--- src/tilemap_block_copy_splitter_macros.svh ---
// Assertion helpers for the top-level RTL file.
`ifndef TILEMAP_BLOCK_COPY_SPLITTER_MACROS_SVH
`define TILEMAP_BLOCK_COPY_SPLITTER_MACROS_SVH

// Same-cycle implication, sampled on clk, off during reset.
`define TBCS_ASSERT_NOW(label, ante, cons) \
	label: assert property (@(posedge clk) disable iff (!arst_n) (ante) |-> (cons)) \
		else $error("tbcs: same-cycle check failed");

// Next-cycle implication, sampled on clk, off during reset.
`define TBCS_ASSERT_NEXT(label, ante, cons) \
	label: assert property (@(posedge clk) disable iff (!arst_n) (ante) |=> (cons)) \
		else $error("tbcs: next-cycle check failed");

`endif

--- src/tbcs_pkg.sv ---
package tbcs_pkg;

	localparam int VIEW_COLS     = 33;
	localparam int VIEW_ROWS     = 25;
	localparam int BLOCK_TILES   = 32;
	localparam int MAP_MAX_TILES = 2 * BLOCK_TILES;
	// byte offset of the top right block of a map that is both wide and tall
	localparam int BLOCK_BYTES   = 2 * BLOCK_TILES * BLOCK_TILES;
	// bytes per map tile line of one block (two bytes per tile)
	localparam int LINE_BYTES    = 2 * BLOCK_TILES;
	localparam int CMD_MAX       = 4;

	typedef enum logic [1:0] {
		REG_MAP_WIDTH    = 2'd0,
		REG_MAP_HEIGHT   = 2'd1,
		REG_TARGET_LAYER = 2'd2
	} cfg_reg_t;

	// One copy command; dest_col sits in the lowest bits.
	typedef struct packed {
		logic [5:0]  block_height;
		logic [5:0]  block_width;
		logic [4:0]  src_row;
		logic [4:0]  src_col;
		logic [12:0] block_offset;
		logic [5:0]  rect_height;
		logic [5:0]  rect_width;
		logic [4:0]  dest_row;
		logic [5:0]  dest_col;
	} cmd_t;

endpackage

--- src/tbcs_cmd_gen.sv ---
// Clips the view against the map and splits the rectangle at block
// boundaries. Pure combinational; at most two chunks per direction.
module tbcs_cmd_gen import tbcs_pkg::*; (
	input  logic signed [7:0] shift_x,
	input  logic signed [7:0] shift_y,
	input  logic [6:0]        map_w,
	input  logic [6:0]        map_h,
	output cmd_t              cmds [CMD_MAX],
	output logic [2:0]        count
);

	logic [6:0]        mw, mh;
	logic [6:0]        dx, dy;
	logic [7:0]        skx, sky;
	logic signed [8:0] wa, wb, wc, ha, hb, hc;
	logic              nonempty;
	logic [5:0]        w, h;
	logic [4:0]        cin0, rin0;
	logic              fits_x, fits_y, split_x, split_y;
	logic [5:0]        cch0, cch1, rch0, rch1;
	logic [5:0]        dcol1;
	logic [4:0]        drow1;
	logic              wide, tall;
	logic [5:0]        bw_lo, bw_hi, bh_lo, bh_hi;
	logic [12:0]       mw64, mh64;

	function automatic logic [12:0] blk_offset(input logic bx, input logic by,
		input logic is_wide, input logic is_tall,
		input logic [12:0] w64, input logic [12:0] h64);
		logic [12:0] off;
		unique case ({is_wide, is_tall})
			2'b00: off = 13'd0;
			2'b10: off = bx ? h64 : 13'd0;
			2'b01: off = by ? w64 : 13'd0;
			2'b11: begin
				if (!by)
					off = bx ? 13'(BLOCK_BYTES) : 13'd0;
				else
					off = w64 + (bx ? h64 : 13'd0);
			end
			default: off = 13'd0;
		endcase
		return off;
	endfunction

	// saturate map size
	assign mw = (map_w > 7'(MAP_MAX_TILES)) ? 7'(MAP_MAX_TILES) : map_w;
	assign mh = (map_h > 7'(MAP_MAX_TILES)) ? 7'(MAP_MAX_TILES) : map_h;

	// destination start and source skip
	assign dx  = shift_x[7] ? 7'd0 : shift_x[6:0];
	assign dy  = shift_y[7] ? 7'd0 : shift_y[6:0];
	assign skx = shift_x[7] ? (~shift_x + 8'd1) : 8'd0;
	assign sky = shift_y[7] ? (~shift_y + 8'd1) : 8'd0;

	// clip: min of view remainder and map remainder
	assign wa = 9'(VIEW_COLS) - {2'b00, dx};
	assign wb = {2'b00, mw} - {1'b0, skx};
	assign wc = (wa < wb) ? wa : wb;
	assign ha = 9'(VIEW_ROWS) - {2'b00, dy};
	assign hb = {2'b00, mh} - {1'b0, sky};
	assign hc = (ha < hb) ? ha : hb;
	assign nonempty = (wc > 9'sd0) && (hc > 9'sd0);
	assign w = wc[5:0];
	assign h = hc[5:0];

	// column chunks
	assign cin0    = skx[4:0];
	assign fits_x  = ({2'b00, cin0} + {1'b0, w}) <= 7'(BLOCK_TILES);
	assign cch0    = fits_x ? w : 6'(BLOCK_TILES) - {1'b0, cin0};
	assign cch1    = w - cch0;
	assign split_x = !fits_x;
	assign dcol1   = dx[5:0] + cch0;

	// row chunks
	assign rin0    = sky[4:0];
	assign fits_y  = ({2'b00, rin0} + {1'b0, h}) <= 7'(BLOCK_TILES);
	assign rch0    = fits_y ? h : 6'(BLOCK_TILES) - {1'b0, rin0};
	assign rch1    = h - rch0;
	assign split_y = !fits_y;
	assign drow1   = 5'({1'b0, dy[4:0]} + rch0);

	// block geometry
	assign wide  = mw > 7'(BLOCK_TILES);
	assign tall  = mh > 7'(BLOCK_TILES);
	assign bw_lo = wide ? 6'(BLOCK_TILES) : mw[5:0];
	assign bw_hi = 6'(mw - 7'(BLOCK_TILES));
	assign bh_lo = tall ? 6'(BLOCK_TILES) : mh[5:0];
	assign bh_hi = 6'(mh - 7'(BLOCK_TILES));
	assign mw64  = 13'(mw) * 13'(LINE_BYTES);
	assign mh64  = 13'(mh) * 13'(LINE_BYTES);

	// command slots: rows top to bottom, columns left to right
	always_comb begin
		logic [1:0] k;
		logic       rsel, csel, bx, by;
		for (int i = 0; i < CMD_MAX; i++) begin
			k    = 2'(i);
			rsel = split_x ? k[1] : k[0];
			csel = split_x ? k[0] : 1'b0;
			bx   = csel | skx[5];
			by   = rsel | sky[5];
			cmds[i].dest_col     = csel ? dcol1 : dx[5:0];
			cmds[i].dest_row     = rsel ? drow1 : dy[4:0];
			cmds[i].rect_width   = csel ? cch1 : cch0;
			cmds[i].rect_height  = rsel ? rch1 : rch0;
			cmds[i].src_col      = csel ? 5'd0 : cin0;
			cmds[i].src_row      = rsel ? 5'd0 : rin0;
			cmds[i].block_width  = bx ? bw_hi : bw_lo;
			cmds[i].block_height = by ? bh_hi : bh_lo;
			cmds[i].block_offset = blk_offset(bx, by, wide, tall, mw64, mh64);
		end
	end

	always_comb begin
		if (!nonempty)
			count = 3'd0;
		else if (split_x && split_y)
			count = 3'd4;
		else if (split_x || split_y)
			count = 3'd2;
		else
			count = 3'd1;
	end

endmodule

--- src/tilemap_block_copy_splitter.sv ---
// Tile map block copy splitter. Each input word carries a signed tile shift; the block
// clips the 33x25-tile view against the source map and emits zero to four copy commands,
// split at 32x32-tile block boundaries, rows of blocks top to bottom and left to right
// within a row; tlast marks the final command of an input. A shift is registered, and from
// that register all its commands load at once into a four-entry command queue that drains
// one command per cycle on the output port while m_tready is high. An input gives up to
// four commands; a new input is taken every cycle while the queue keeps up, and the next
// input's commands follow the previous last command with no gap. An empty clip passes the
// input register and gives no output. Map width and height are written at cfg index 0 and
// 1 (values above 64 act as 64); index 2, the target layer, is accepted and has no effect
// on the commands. Write configuration only while the block is idle.
`include "tilemap_block_copy_splitter_macros.svh"

module tilemap_block_copy_splitter import tbcs_pkg::*; (
	input  logic        clk,
	input  logic        arst_n,
	// configuration write port
	input  logic        cfg_we,
	input  logic [1:0]  cfg_index,
	input  logic [6:0]  cfg_data,
	// shift input
	input  logic        s_tvalid,
	output logic        s_tready,
	input  logic [15:0] s_tdata,   // shift_x[7:0], shift_y[15:8]
	// copy command output
	output logic        m_tvalid,
	input  logic        m_tready,
	// dest_col[5:0], dest_row[10:6], rect_width[16:11], rect_height[22:17],
	// block_offset[35:23], src_col[40:36], src_row[45:41], block_width[51:46],
	// block_height[57:52], zero[63:58]
	output logic [63:0] m_tdata,
	output logic        m_tlast
);

	logic [6:0]        map_w_q, map_h_q;
	logic              in_valid_s1;
	logic signed [7:0] sx_s1, sy_s1;
	cmd_t              gen_cmds [CMD_MAX];
	logic [2:0]        gen_count;
	cmd_t              cmd_q [CMD_MAX];
	logic [2:0]        cnt_q;
	logic [1:0]        idx_q;
	logic              load;

	// configuration registers; the layer select needs no storage
	always_ff @(posedge clk or negedge arst_n) begin
		if (!arst_n) begin
			map_w_q <= 7'(BLOCK_TILES);
			map_h_q <= 7'(BLOCK_TILES);
		end else if (cfg_we) begin
			unique case (cfg_index)
				REG_MAP_WIDTH:  map_w_q <= cfg_data;
				REG_MAP_HEIGHT: map_h_q <= cfg_data;
				default: ;
			endcase
		end
	end

	// queue takes new commands when empty or when its last word leaves now
	assign load     = in_valid_s1 && ((cnt_q == 3'd0) || ((cnt_q == 3'd1) && m_tready));
	assign s_tready = !in_valid_s1 || load;

	// input register
	always_ff @(posedge clk or negedge arst_n) begin
		if (!arst_n)
			in_valid_s1 <= 1'b0;
		else if (s_tvalid && s_tready)
			in_valid_s1 <= 1'b1;
		else if (load)
			in_valid_s1 <= 1'b0;
	end

	always_ff @(posedge clk) begin
		if (s_tvalid && s_tready) begin
			sx_s1 <= s_tdata[7:0];
			sy_s1 <= s_tdata[15:8];
		end
	end

	tbcs_cmd_gen u_gen (
		.shift_x (sx_s1),
		.shift_y (sy_s1),
		.map_w   (map_w_q),
		.map_h   (map_h_q),
		.cmds    (gen_cmds),
		.count   (gen_count)
	);

	// command queue control
	always_ff @(posedge clk or negedge arst_n) begin
		if (!arst_n) begin
			cnt_q <= 3'd0;
			idx_q <= 2'd0;
		end else if (load) begin
			cnt_q <= gen_count;
			idx_q <= 2'd0;
		end else if (m_tvalid && m_tready) begin
			cnt_q <= cnt_q - 3'd1;
			idx_q <= idx_q + 2'd1;
		end
	end

	always_ff @(posedge clk) begin
		if (load)
			cmd_q <= gen_cmds;
	end

	assign m_tvalid = cnt_q != 3'd0;
	assign m_tlast  = cnt_q == 3'd1;
	assign m_tdata  = {6'd0, cmd_q[idx_q]};

	`TBCS_ASSERT_NEXT(a_in_capture, s_tvalid && s_tready, in_valid_s1)
	`TBCS_ASSERT_NEXT(a_drain_step, m_tvalid && m_tready && (cnt_q > 3'd1),
		m_tvalid && (idx_q == $past(idx_q) + 2'd1))
	`TBCS_ASSERT_NEXT(a_last_empties, m_tvalid && m_tready && m_tlast && !in_valid_s1,
		!m_tvalid)
	`TBCS_ASSERT_NOW(a_rect_nonzero, m_tvalid,
		(m_tdata[16:11] != 6'd0) && (m_tdata[22:17] != 6'd0))

endmodule
--- config.mk ---
export PLATFORM = sky130hd
export DESIGN_NAME = tilemap_block_copy_splitter
export DESIGN_NICKNAME = d
export VERILOG_FILES = /design/src/tbcs_pkg.sv /design/src/tbcs_cmd_gen.sv /design/src/tilemap_block_copy_splitter.sv
export VERILOG_INCLUDE_DIRS = /design/src /design/src/src
export SDC_FILE = /design/constraint.sdc
export NUM_CORES = 1
export LEC_CHECK = 0
export BUFFER_PORTS_ARGS = -buffer_cell sky130_fd_sc_hd__clkbuf_2
export CAP_MARGIN = 20
export CORE_MARGIN = 10
export CORE_UTILIZATION = 55
export DETAILED_ROUTE_END_ITERATION = 8
export HOLD_SLACK_MARGIN = 0.06
export PLACE_DENSITY = 0.82
export SYNTH_ARGS = -nofsm -noshare
export SYNTH_HDL_FRONTEND = slang
export SYNTH_HIERARCHICAL = 1
export SYNTH_SLANG_ARGS = --single-unit
export TNS_END_PERCENT = 50
--- constraint.sdc ---
create_clock -name clk -period 15.1 [get_ports clk]
set_input_delay 0 -clock clk [delete_from_list [all_inputs] [get_ports clk]]
set_output_delay 0 -clock clk [all_outputs]
set_load 0.02 [all_outputs]
==> run_results.csv, run 1 <==
group,metric,value,unit
outcome,status,"finished, final reports clean",
placement,post-dp-hpwl,23000,µm
final_layout,fin_util,0.609,
detailed_routing,drt-total-wl,33300,µm
final_layout,layout_common_cells,"edfxtp_1, nor2_1, clkbuf_2",
clocking,clk_path_buf_depth,3,
synth,async_flop_share,0.0746,
detailed_routing,ant_nets,0,
floorplanning,rows,61,
detailed_routing,via_count,9914,
detailed_routing,vias_per_cell,5.71,
final_layout,fillers,2158,
synth,ys_types,75,
run,timing.max_cap.violations,0,
synth,syn_avg_cell_area,12.1,µm²
timing,setup_ws,5660,ps
critical_path,crit_fanout,38,
final_layout,area_growth,9.35,%
timing,fin_crit,9440,ps
floorplanning,dieArea,35200,µm²
floorplanning,die_w,188,µm
global_route,grt_pass1_wl,53200,µm
global_route,grt_pass1_vias,10000,
synth,synthCells,1276,
synth,synth_seq_area_share,0.514,
critical_path,endpoint_kind,"flop",
detailed_routing,drt-pass1-iter-count,5,
clocking,cts_root_buf,"clkbuf_16",
final_layout,drive_above_1_share,0.173,
critical_path,setup.worst_path.start_class,"flop",
global_route,antenna_found_initial,1,
clocking,cts_tree,"yes",
clocking,clkTransAtPathRegs,60,ps
clocking,hold_buffers,30,
synth,synth_ff_type,"edfxtp_1",
detailed_routing,drt_iter0_markers,806,
detailed_routing,routedWlPerCell,19.2,µm
floorplanning,pin_count,97,
clocking,cts.sinks,268,
placement,placement.io_buffers,90,
global_route,grt_overflow,0,
synth,ys_ff_latch,268,
timing,finClkSkew,20.2,ps
critical_path,crit_path_max_incr_delay,570,ps
floorplanning,core_area,27800,µm²
timing,fmaxAchievable,106,MHz
clocking,htreeDepth,1,
placement,routabilityCongestion,0.976,
timing,hold_violations,0,
clocking,ctsResizeCount,0,
timing,rsz0062_at_grt,"false",
floorplanning,fp.dieH,188,µm
timing,fin_crit_sh,0.625,
synth,ys_warn_count,6,
global_route,grtUsageMet2,0.324,
global_route,grt.busiest_layer,"met2",
floorplanning,start_util,0.557,
synth,syn_area,15500,µm²
critical_path,critPathSlowestCell,"inv_2",
critical_path,worstPathRequired,15370,ps
global_route,track_usage,0.186,
clocking,cts_buffers,28,
detailed_routing,route.detailed.drc,0,
timing,max_slew_margin,0.290,
timing,drv_slew,0,
final_layout,final_nets,1454,
min_path,hold_class,"input port to flop",
global_route,grt_max_degree,156,
timing,worstMarginPinSlew,1070,ps
global_route,grt_util_met3,0.0273,
timing,tns,0,ps
placement,place_ws,5910,ps
clocking,post-cts-setup-buffer-count,0,
global_route,grt.met1_usage,0.230,
final_layout,final_common_cell,"edfxtp_1",
timing,setup_viol,0,
clocking,clock_latency,540,ps
critical_path,cp.arrival,9710,ps
critical_path,crit_type,"flop to flop",
synth,synth-edff-count,248,
[metrics by stage]
stage	area (µm²)	hold WS (ps)	instances
6_report	16900	86.3	1735
5_1_grt	16900	106	1735
4_1_cts	16900	78.9	1733
3_5_place_dp	15800	11.8	1651
3_3_place_gp	15800	2.74	1651
2_1_floorplan	15600	-296	1309
[sequential cells by signal, summed over array words and instances (netlist names)]
register     count
cmd_q          232
sx_s1            8
sy_s1            8
map_h_q          7
map_w_q          7
cnt_q            3
idx_q            2
in_valid_s1      1
[routing by layer]
metal,vias up,share of wire,wire (µm)
li1,4671,-,-
met1,4859,0.41,13700
met2,321,0.51,16800
met3,63,0.054,1800
met4,0,0.028,942
met5,-,0,0
[synth_stat cells, drive strengths merged (4+ instances only)]
| master | count | area, µm² |
|---|---|---|
| edfxtp | 248 | 7450 |
| nor2 | 108 | 405 |
| buf | 99 | 708 |
| ha | 80 | 1000 |
| inv | 80 | 300 |
| o21ai | 76 | 380 |
| nand2 | 72 | 270 |
| a21oi | 61 | 309 |
| mux4 | 58 | 1310 |
| xnor2 | 38 | 333 |
| nand2b | 36 | 233 |
| clkbuf | 32 | 120 |
| xor2 | 26 | 228 |
| a21o | 21 | 158 |
| nor3 | 21 | 105 |
| dfrtp | 18 | 450 |
| mux2 | 18 | 203 |
| nor2b | 15 | 93.8 |
| nand3 | 13 | 65.1 |
| and3 | 12 | 75.1 |
| o22ai | 12 | 75.1 |
| fa | 10 | 200 |
| mux2i | 10 | 104 |
| or3 | 10 | 62.6 |
| and2 | 8 | 50.1 |
| o21a | 8 | 60.1 |
| or2 | 8 | 50.0 |
| nor3b | 7 | 62.6 |
| o211ai | 6 | 45.0 |
| o32ai | 6 | 52.6 |
| a31oi | 5 | 31.3 |
| o31ai | 5 | 42.5 |
| o21bai | 4 | 30.0 |
[path summary, 6_finish.rpt]
check | start | endpoint | slack, ps | cells after the start
max | sx_s1[3] | cmd_q[16] | 5660 | 39
min | cfg_we | map_h_q[3] | 90 | 3
max reg2reg | sx_s1[3] | cmd_q[16] | 5660 | 39
min reg2reg | map_w_q[4] | map_w_q[4] | 550 | 1
max in group asynchronous | arst_n | idx_q[0] | 13050 | 4
min in group asynchronous | arst_n | map_h_q[5] | 590 | 3
[kinds of logic after synthesis]
logic type | after synthesis | share of synthesized area
buffers and inverters | 211 | 0.0729
AND/OR/NAND/NOR | 327 | 0.104
adder cells (fa/ha/maj) | 91 | 0.0783
AO/OA/AOI/OAI | 227 | 0.0901
flip-flops | 268 | 0.514
multiplexers | 86 | 0.104
other | 2 | 0.000485
XOR/XNOR | 64 | 0.0362
[cell type report]
| type | count | area (µm²) | area share |
|---|---|---|---|
| sequential | 268 | 7960 | 0.470 |
| tap | 378 | 473 | 0.0280 |
| clock buffer | 34 | 744 | 0.0440 |
| antenna | 1 | 2.50 | 0.000148 |
| clock inverter | 18 | 111 | 0.00658 |
| inverter | 80 | 300 | 0.0177 |
| multi-input combinational | 830 | 6520 | 0.386 |
| timing repair buffer | 126 | 808 | 0.0478 |
[critical path: cells and delay by family (launching register included)]
kind	cells	cell delay, ps
compound gates	13	2390
buf+inv	4	1110
xor+xnor	4	640
simple gates	14	3100
fa+ha+maj	4	1450
flops	1	460
Power of run 1 is left out: the tool's default activity adds up to more than one toggle a clock period on the data nets, which glitch-free logic cannot reach.
==> run 2: changes to the inputs <==
--- a/config.mk
+++ b/config.mk
@@ -6,6 +6,7 @@
 export SDC_FILE = /design/constraint.sdc
 export NUM_CORES = 1
 export LEC_CHECK = 0
+export ABC_AREA = 1
 export BUFFER_PORTS_ARGS = -buffer_cell sky130_fd_sc_hd__clkbuf_2
 export CAP_MARGIN = 20
 export CORE_MARGIN = 10
==> constraint.sdc (replaced) <==
create_clock -name clk -period 9.56 [get_ports clk]
set_input_delay 0 -clock clk [delete_from_list [all_inputs] [get_ports clk]]
set_output_delay 0 -clock clk [all_outputs]
set_load 0.02 [all_outputs]
==> run_results.csv, run 2 <==
group,metric,value,unit
outcome,status,"finished, final reports clean",
final_layout,layout.cells.non_filler,2165,
floorplanning,die_w,190,µm
run,timing.max_cap.violations,0,
critical_path,reg2reg_from,"sx_s1[0]",
critical_path,critPathSlowestCell,"o21ai_0",
detailed_routing,routedWlPerCell,17.0,µm
clocking,clk_path_buf_depth,3,
synth,ys_warn_count,6,
critical_path,cp_common_cell,"nand2_1",
critical_path,crit_fanout,47,
synth,synth-edff-count,248,
final_layout,area_growth,8.94,%
timing,max_slew_margin,0.378,
synth,synth_top_family_by_area,"simple AND/OR/NAND/NOR gates",
final_layout,antennaDiodeCount,0,
clocking,clock_latency,560,ps
synth,synth_seq_area_share,0.503,
detailed_routing,vias_per_cell,5.47,
timing,fin_crit_sh,0.863,
synth,netlist_top_cells_count,"nand2_1, edfxtp_1, nor2_1",
final_layout,layout_common_cells,"nand2_1, edfxtp_1, nor2_1",
timing,finClkSkew,16.1,ps
synth,syn_area,15800,µm²
final_layout,top_regs,"cmd_q (232), sx_s1 (8), sy_s1 (8)",
synth,ys_types,55,
synth,yosys-top-cells-area,"edfxtp_1, nand2_1, ha_1",
global_route,grt_pass1_wl,59100,µm
detailed_routing,drt-total-wl,36800,µm
clocking,post-cts-setup-buffer-count,0,
detailed_routing,route.detailed.drc,0,
final_layout,final_nets,1882,
floorplanning,dieArea,35900,µm²
synth,synthMuxAreaShare,0,
placement,dp_cells,2078,
synth,ys_ff_latch,268,
final_layout,final_common_cell,"nand2_1",
global_route,track_usage,0.201,
timing,worstMarginPinSlew,932,ps
final_layout,top_register,"cmd_q",
placement,post-dp-hpwl,25300,µm
synth,async_flop_share,0.0746,
timing,rsz0062_at_grt,"false",
global_route,antenna_found_initial,0,
critical_path,setup.worst_path.start_class,"flop",
critical_path,worstPathRequired,9850,ps
placement,routabilityCongestion,0.948,
timing,drv_slew,0,
global_route,grt_max_degree,137,
detailed_routing,ant_nets,0,
timing,setup_viol,0,
critical_path,crit_path_max_incr_delay,580,ps
clocking,cts.sinks,268,
synth,synth_top_cell_by_area,"edfxtp_1",
synth,synth_xor_area_frac,0.0260,
placement,placement.io_buffers,90,
synth,yosysMostFrequentCell,"nand2_1",
clocking,clkTransAtPathRegs,60,ps
final_layout,largest_register_ffs,232,
timing,hold_violations,0,
min_path,hold_class,"input port to flop",
global_route,grt_pass1_vias,11600,
detailed_routing,via_count,11800,
min_path,hold_start,"s_tdata[4]",
synth,synthCells,1704,
synth,yosys.area.top_type_share,0.471,
synth,synth-compound-area-share,0.118,
clocking,htreeDepth,1,
critical_path,crit_type,"flop to flop",
floorplanning,rows,62,
final_layout,drive_above_1_share,0.105,
floorplanning,pin_count,97,
timing,tns,0,ps
final_layout,fin_util,0.603,
floorplanning,start_util,0.554,
timing,fin_crit,8250,ps
timing,fmaxAchievable,121,MHz
synth,syn_avg_cell_area,9.28,µm²
synth,yosys.area_share.simple,0.167,
clocking,cts_root_buf,"clkbuf_16",
detailed_routing,drt-pass1-iter-count,5,
synth,synth_ff_type,"edfxtp_1",
clocking,cts_tree,"yes",
critical_path,endpoint_kind,"flop",
clocking,cts_buffers,29,
critical_path,critPathLaunch,"sx_s1[0]",
global_route,grt_overflow,0,
detailed_routing,drt_iter0_markers,972,
synth,synth-adder-area-share,0.0760,
floorplanning,core_area,28500,µm²
floorplanning,fp.dieH,190,µm
critical_path,cp.arrival,8540,ps
run 2: changes by cell type in the layout (fill, tap and decap cells not counted), sizes merged, moves of 13 or more:
cell	delta
nand2	+228
o21ai	+141
inv	+118
nor2	+111
mux4	-58
o22ai	+50
nand3	+42
nand2b	-36
xnor2	-24
mux2	-18
a21o	-17
nor2b	-15
a21oi	-14
nor3	-13
run 2: per-stage QoR:
step | setup slack (ps) | area, µm² | hold slack [ps]
CTS | 1500 | 17200 | 136
finish | 1310 | 17200 | 156
global route | 531 | 17200 | 148
floorplan | 2580 | 15900 | -296
global placement | 1880 | 15900 | -9.49
detailed placement | 1490 | 15900 | -0.812
run 2: worst paths after layout:
kind	slack (ps)	endpoint	depth (start not counted)
worst max-delay path	1310	cmd_q[121]	44
worst min-delay path	160	sx_s1[4]	2
worst max register to register	1310	cmd_q[121]	44
worst min register to register	480	cnt_q[1]	2
max in group asynchronous	7730	idx_q[0]	4
min in group asynchronous	470	map_w_q[5]	3
run 2: layer usage:
layer	up-vias	wire length, µm	GRT usage
met4	0	1120	0.0766
li1	5765	-	-
met3	91	2430	0.0313
met2	425	17600	0.335
met5	-	0	0
met1	5552	15700	0.259
run 2: what timing repair did:
item                                   4_1_cts  5_1_grt
resized for setup                            0        0
hold buffers                                36        0
endpoints found under the hold margin       56        0
run 2: kinds of logic (layout without fill, tap and decap cells):
family | after synthesis | count (layout)
and+or+nand+nor | 616 | 616
AOI/OAI and AO/OA | 345 | 345
buffers and inverters | 337 | 381
DFF | 268 | 268
adders and majority gates | 90 | 90
xor gates and xnor gates | 46 | 46
other | 2 | 35
run 2: worst max-delay path: cells and delay by family, from the launching register on:
kind                       cells  cell delay [ps]
buffers and inverters          7             1150
adders and majority gates      5             1540
xor gates and xnor gates       2              440
and+or+nand+nor               21             2350
DFF                            1              420
AOI/OAI and AO/OA              9             2070
run 2: cell type report:
type,count,area [µm²]
Fill cell,2434,11300
Sequential cell,268,7960
Multi-Input combinational cell,1132,6250
Timing Repair Buffer,134,891
Inverter,197,757
Clock buffer,37,756
Tap cell,384,480
Clock inverter,13,128
Power of run 2 is left out for the same reason.
==> run 3: changes to the inputs <==
--- a/config.mk
+++ b/config.mk
@@ -9,7 +9,7 @@
 export ABC_AREA = 1
 export BUFFER_PORTS_ARGS = -buffer_cell sky130_fd_sc_hd__clkbuf_2
 export CAP_MARGIN = 20
-export CORE_MARGIN = 10
+export CORE_ASPECT_RATIO = 0.9
 export CORE_UTILIZATION = 55
 export DETAILED_ROUTE_END_ITERATION = 8
 export HOLD_SLACK_MARGIN = 0.06
==> run_results.csv, run 3 (same netlist as run 2, synthesis figures left out) <==
group,metric,value,unit
critical_path,endpoint_kind,"flop",
critical_path,crit_fanout,48,
final_layout,top_register,"cmd_q",
floorplanning,start_util,0.563,
placement,placement.io_buffers,90,
timing,rsz0062_at_grt,"false",
clocking,clkTransAtPathRegs,60,ps
placement,post-dp-hpwl,24300,µm
global_route,track_usage,0.242,
final_layout,layout.cells.non_filler,2144,
critical_path,worstPathRequired,9850,ps
final_layout,drive_above_1_share,0.105,
clocking,cts.sinks,268,
placement,dp_cells,2052,
clocking,post-cts-setup-buffer-count,0,
final_layout,area_growth,8.83,%
timing,fmaxAchievable,116,MHz
placement,placed_area,15900,µm²
placement,routabilityCongestion,0.922,
timing,setup_viol,0,
min_path,hold_class,"input port to flop",
critical_path,setup.worst_path.start_class,"flop",
detailed_routing,via_count,11900,
timing,hold_violations,0,
clocking,cts_tree,"yes",
critical_path,crit_type,"flop to flop",
timing,drv_slew,0,
timing,fin_crit,8610,ps
clocking,clock_latency,550,ps
final_layout,fin_util,0.612,
global_route,antenna_found_initial,0,
timing,worstMarginPinSlew,1130,ps
final_layout,antennaDiodeCount,0,
timing,fin_crit_sh,0.901,
final_layout,final_nets,1882,
timing,tns,0,ps
detailed_routing,vias_per_cell,5.54,
clocking,cts_buffers,28,
final_layout,top_regs,"cmd_q (232), sx_s1 (8), sy_s1 (8)",
run,timing.max_cap.violations,0,
floorplanning,fp.dieH,163,µm
final_layout,postLayoutCellArea,17200,µm²
detailed_routing,ant_nets,0,
outcome,status,"finished, final reports clean",
final_layout,layout_common_cells,"nand2_1, edfxtp_1, nor2_1",
clocking,htreeDepth,1,
global_route,grt_pass1_vias,11300,
global_route,grt_pass1_wl,57000,µm
timing,finClkSkew,21.6,ps
floorplanning,core_area,28100,µm²
critical_path,cp_common_cell,"nand2_1",
floorplanning,rows,58,
detailed_routing,routedWlPerCell,16.6,µm
final_layout,largest_register_ffs,232,
detailed_routing,drt-pass1-iter-count,5,
critical_path,cp.arrival,8900,ps
critical_path,critPathSlowestCell,"fa_1",
detailed_routing,drt-total-wl,35500,µm
clocking,clk_path_buf_depth,3,
global_route,grt_max_degree,158,
global_route,grt_overflow,0,
clocking,cts_root_buf,"clkbuf_16",
detailed_routing,route.detailed.drc,0,
timing,max_slew_margin,0.248,
detailed_routing,drt_iter0_markers,1088,
final_layout,final_common_cell,"nand2_1",
floorplanning,pin_count,97,
floorplanning,dieArea,29400,µm²
critical_path,crit_path_max_incr_delay,450,ps
floorplanning,die_w,181,µm
-- run 3: critical path, delay by kind of cell, from the launching register on --
kind	cells	cell delay [ps]
AO/OA/AOI/OAI	8	1740
flip-flops	1	380
adder cells (fa/ha/maj)	5	1730
buffers and inverters	7	1080
AND/OR/NAND/NOR	24	3140
XOR/XNOR	1	190
-- run 3: worst paths after layout --
check | from | slack [ps] | end | cells past startpoint
setup / recovery | sx_s1[0] | 950 | cmd_q[5] | 45
hold / removal | s_tdata[6] | 160 | sx_s1[6] | 2
setup reg to reg | sx_s1[0] | 950 | cmd_q[5] | 45
hold reg to reg | cnt_q[1] | 490 | cnt_q[1] | 2
max in group asynchronous | arst_n | 7770 | idx_q[0] | 4
min in group asynchronous | arst_n | 490 | map_w_q[5] | 3
-- run 3: cell type report --
class                   instances  area (µm²)
inverters                     197         757
multi-input cells            1132        6260
clock inverters                17         146
fillers                      2324       10900
flip-flops and latches        268        7960
well taps                     360         450
clock buffers                  35         748
repair buffers                135         888
-- run 3: metrics by stage --
step | hold WS, ps | setup slack (ps)
after CTS | 142 | 911
after global placement | -17.1 | 1340
final | 159 | 951
after floorplan | -296 | 2580
after detailed placement | -14.9 | 934
after global routing | 159 | 240
-- run 3: routing by layer --
layer	vias to the layer above	track usage	share of wire
met3	59	0.0304	0.065
met1	5617	0.327	0.43
met2	446	0.418	0.48
li1	5764	-	-
met4	0	0.0583	0.021
met5	-	0	0
-- run 3: what timing repair did --
item	4_1_cts	5_1_grt
endpoints found under the setup margin	0	3
gates resized for setup	0	1
hold buffers	40	0
endpoints found under the hold margin	56	0
Power of run 3 is left out for the same reason.
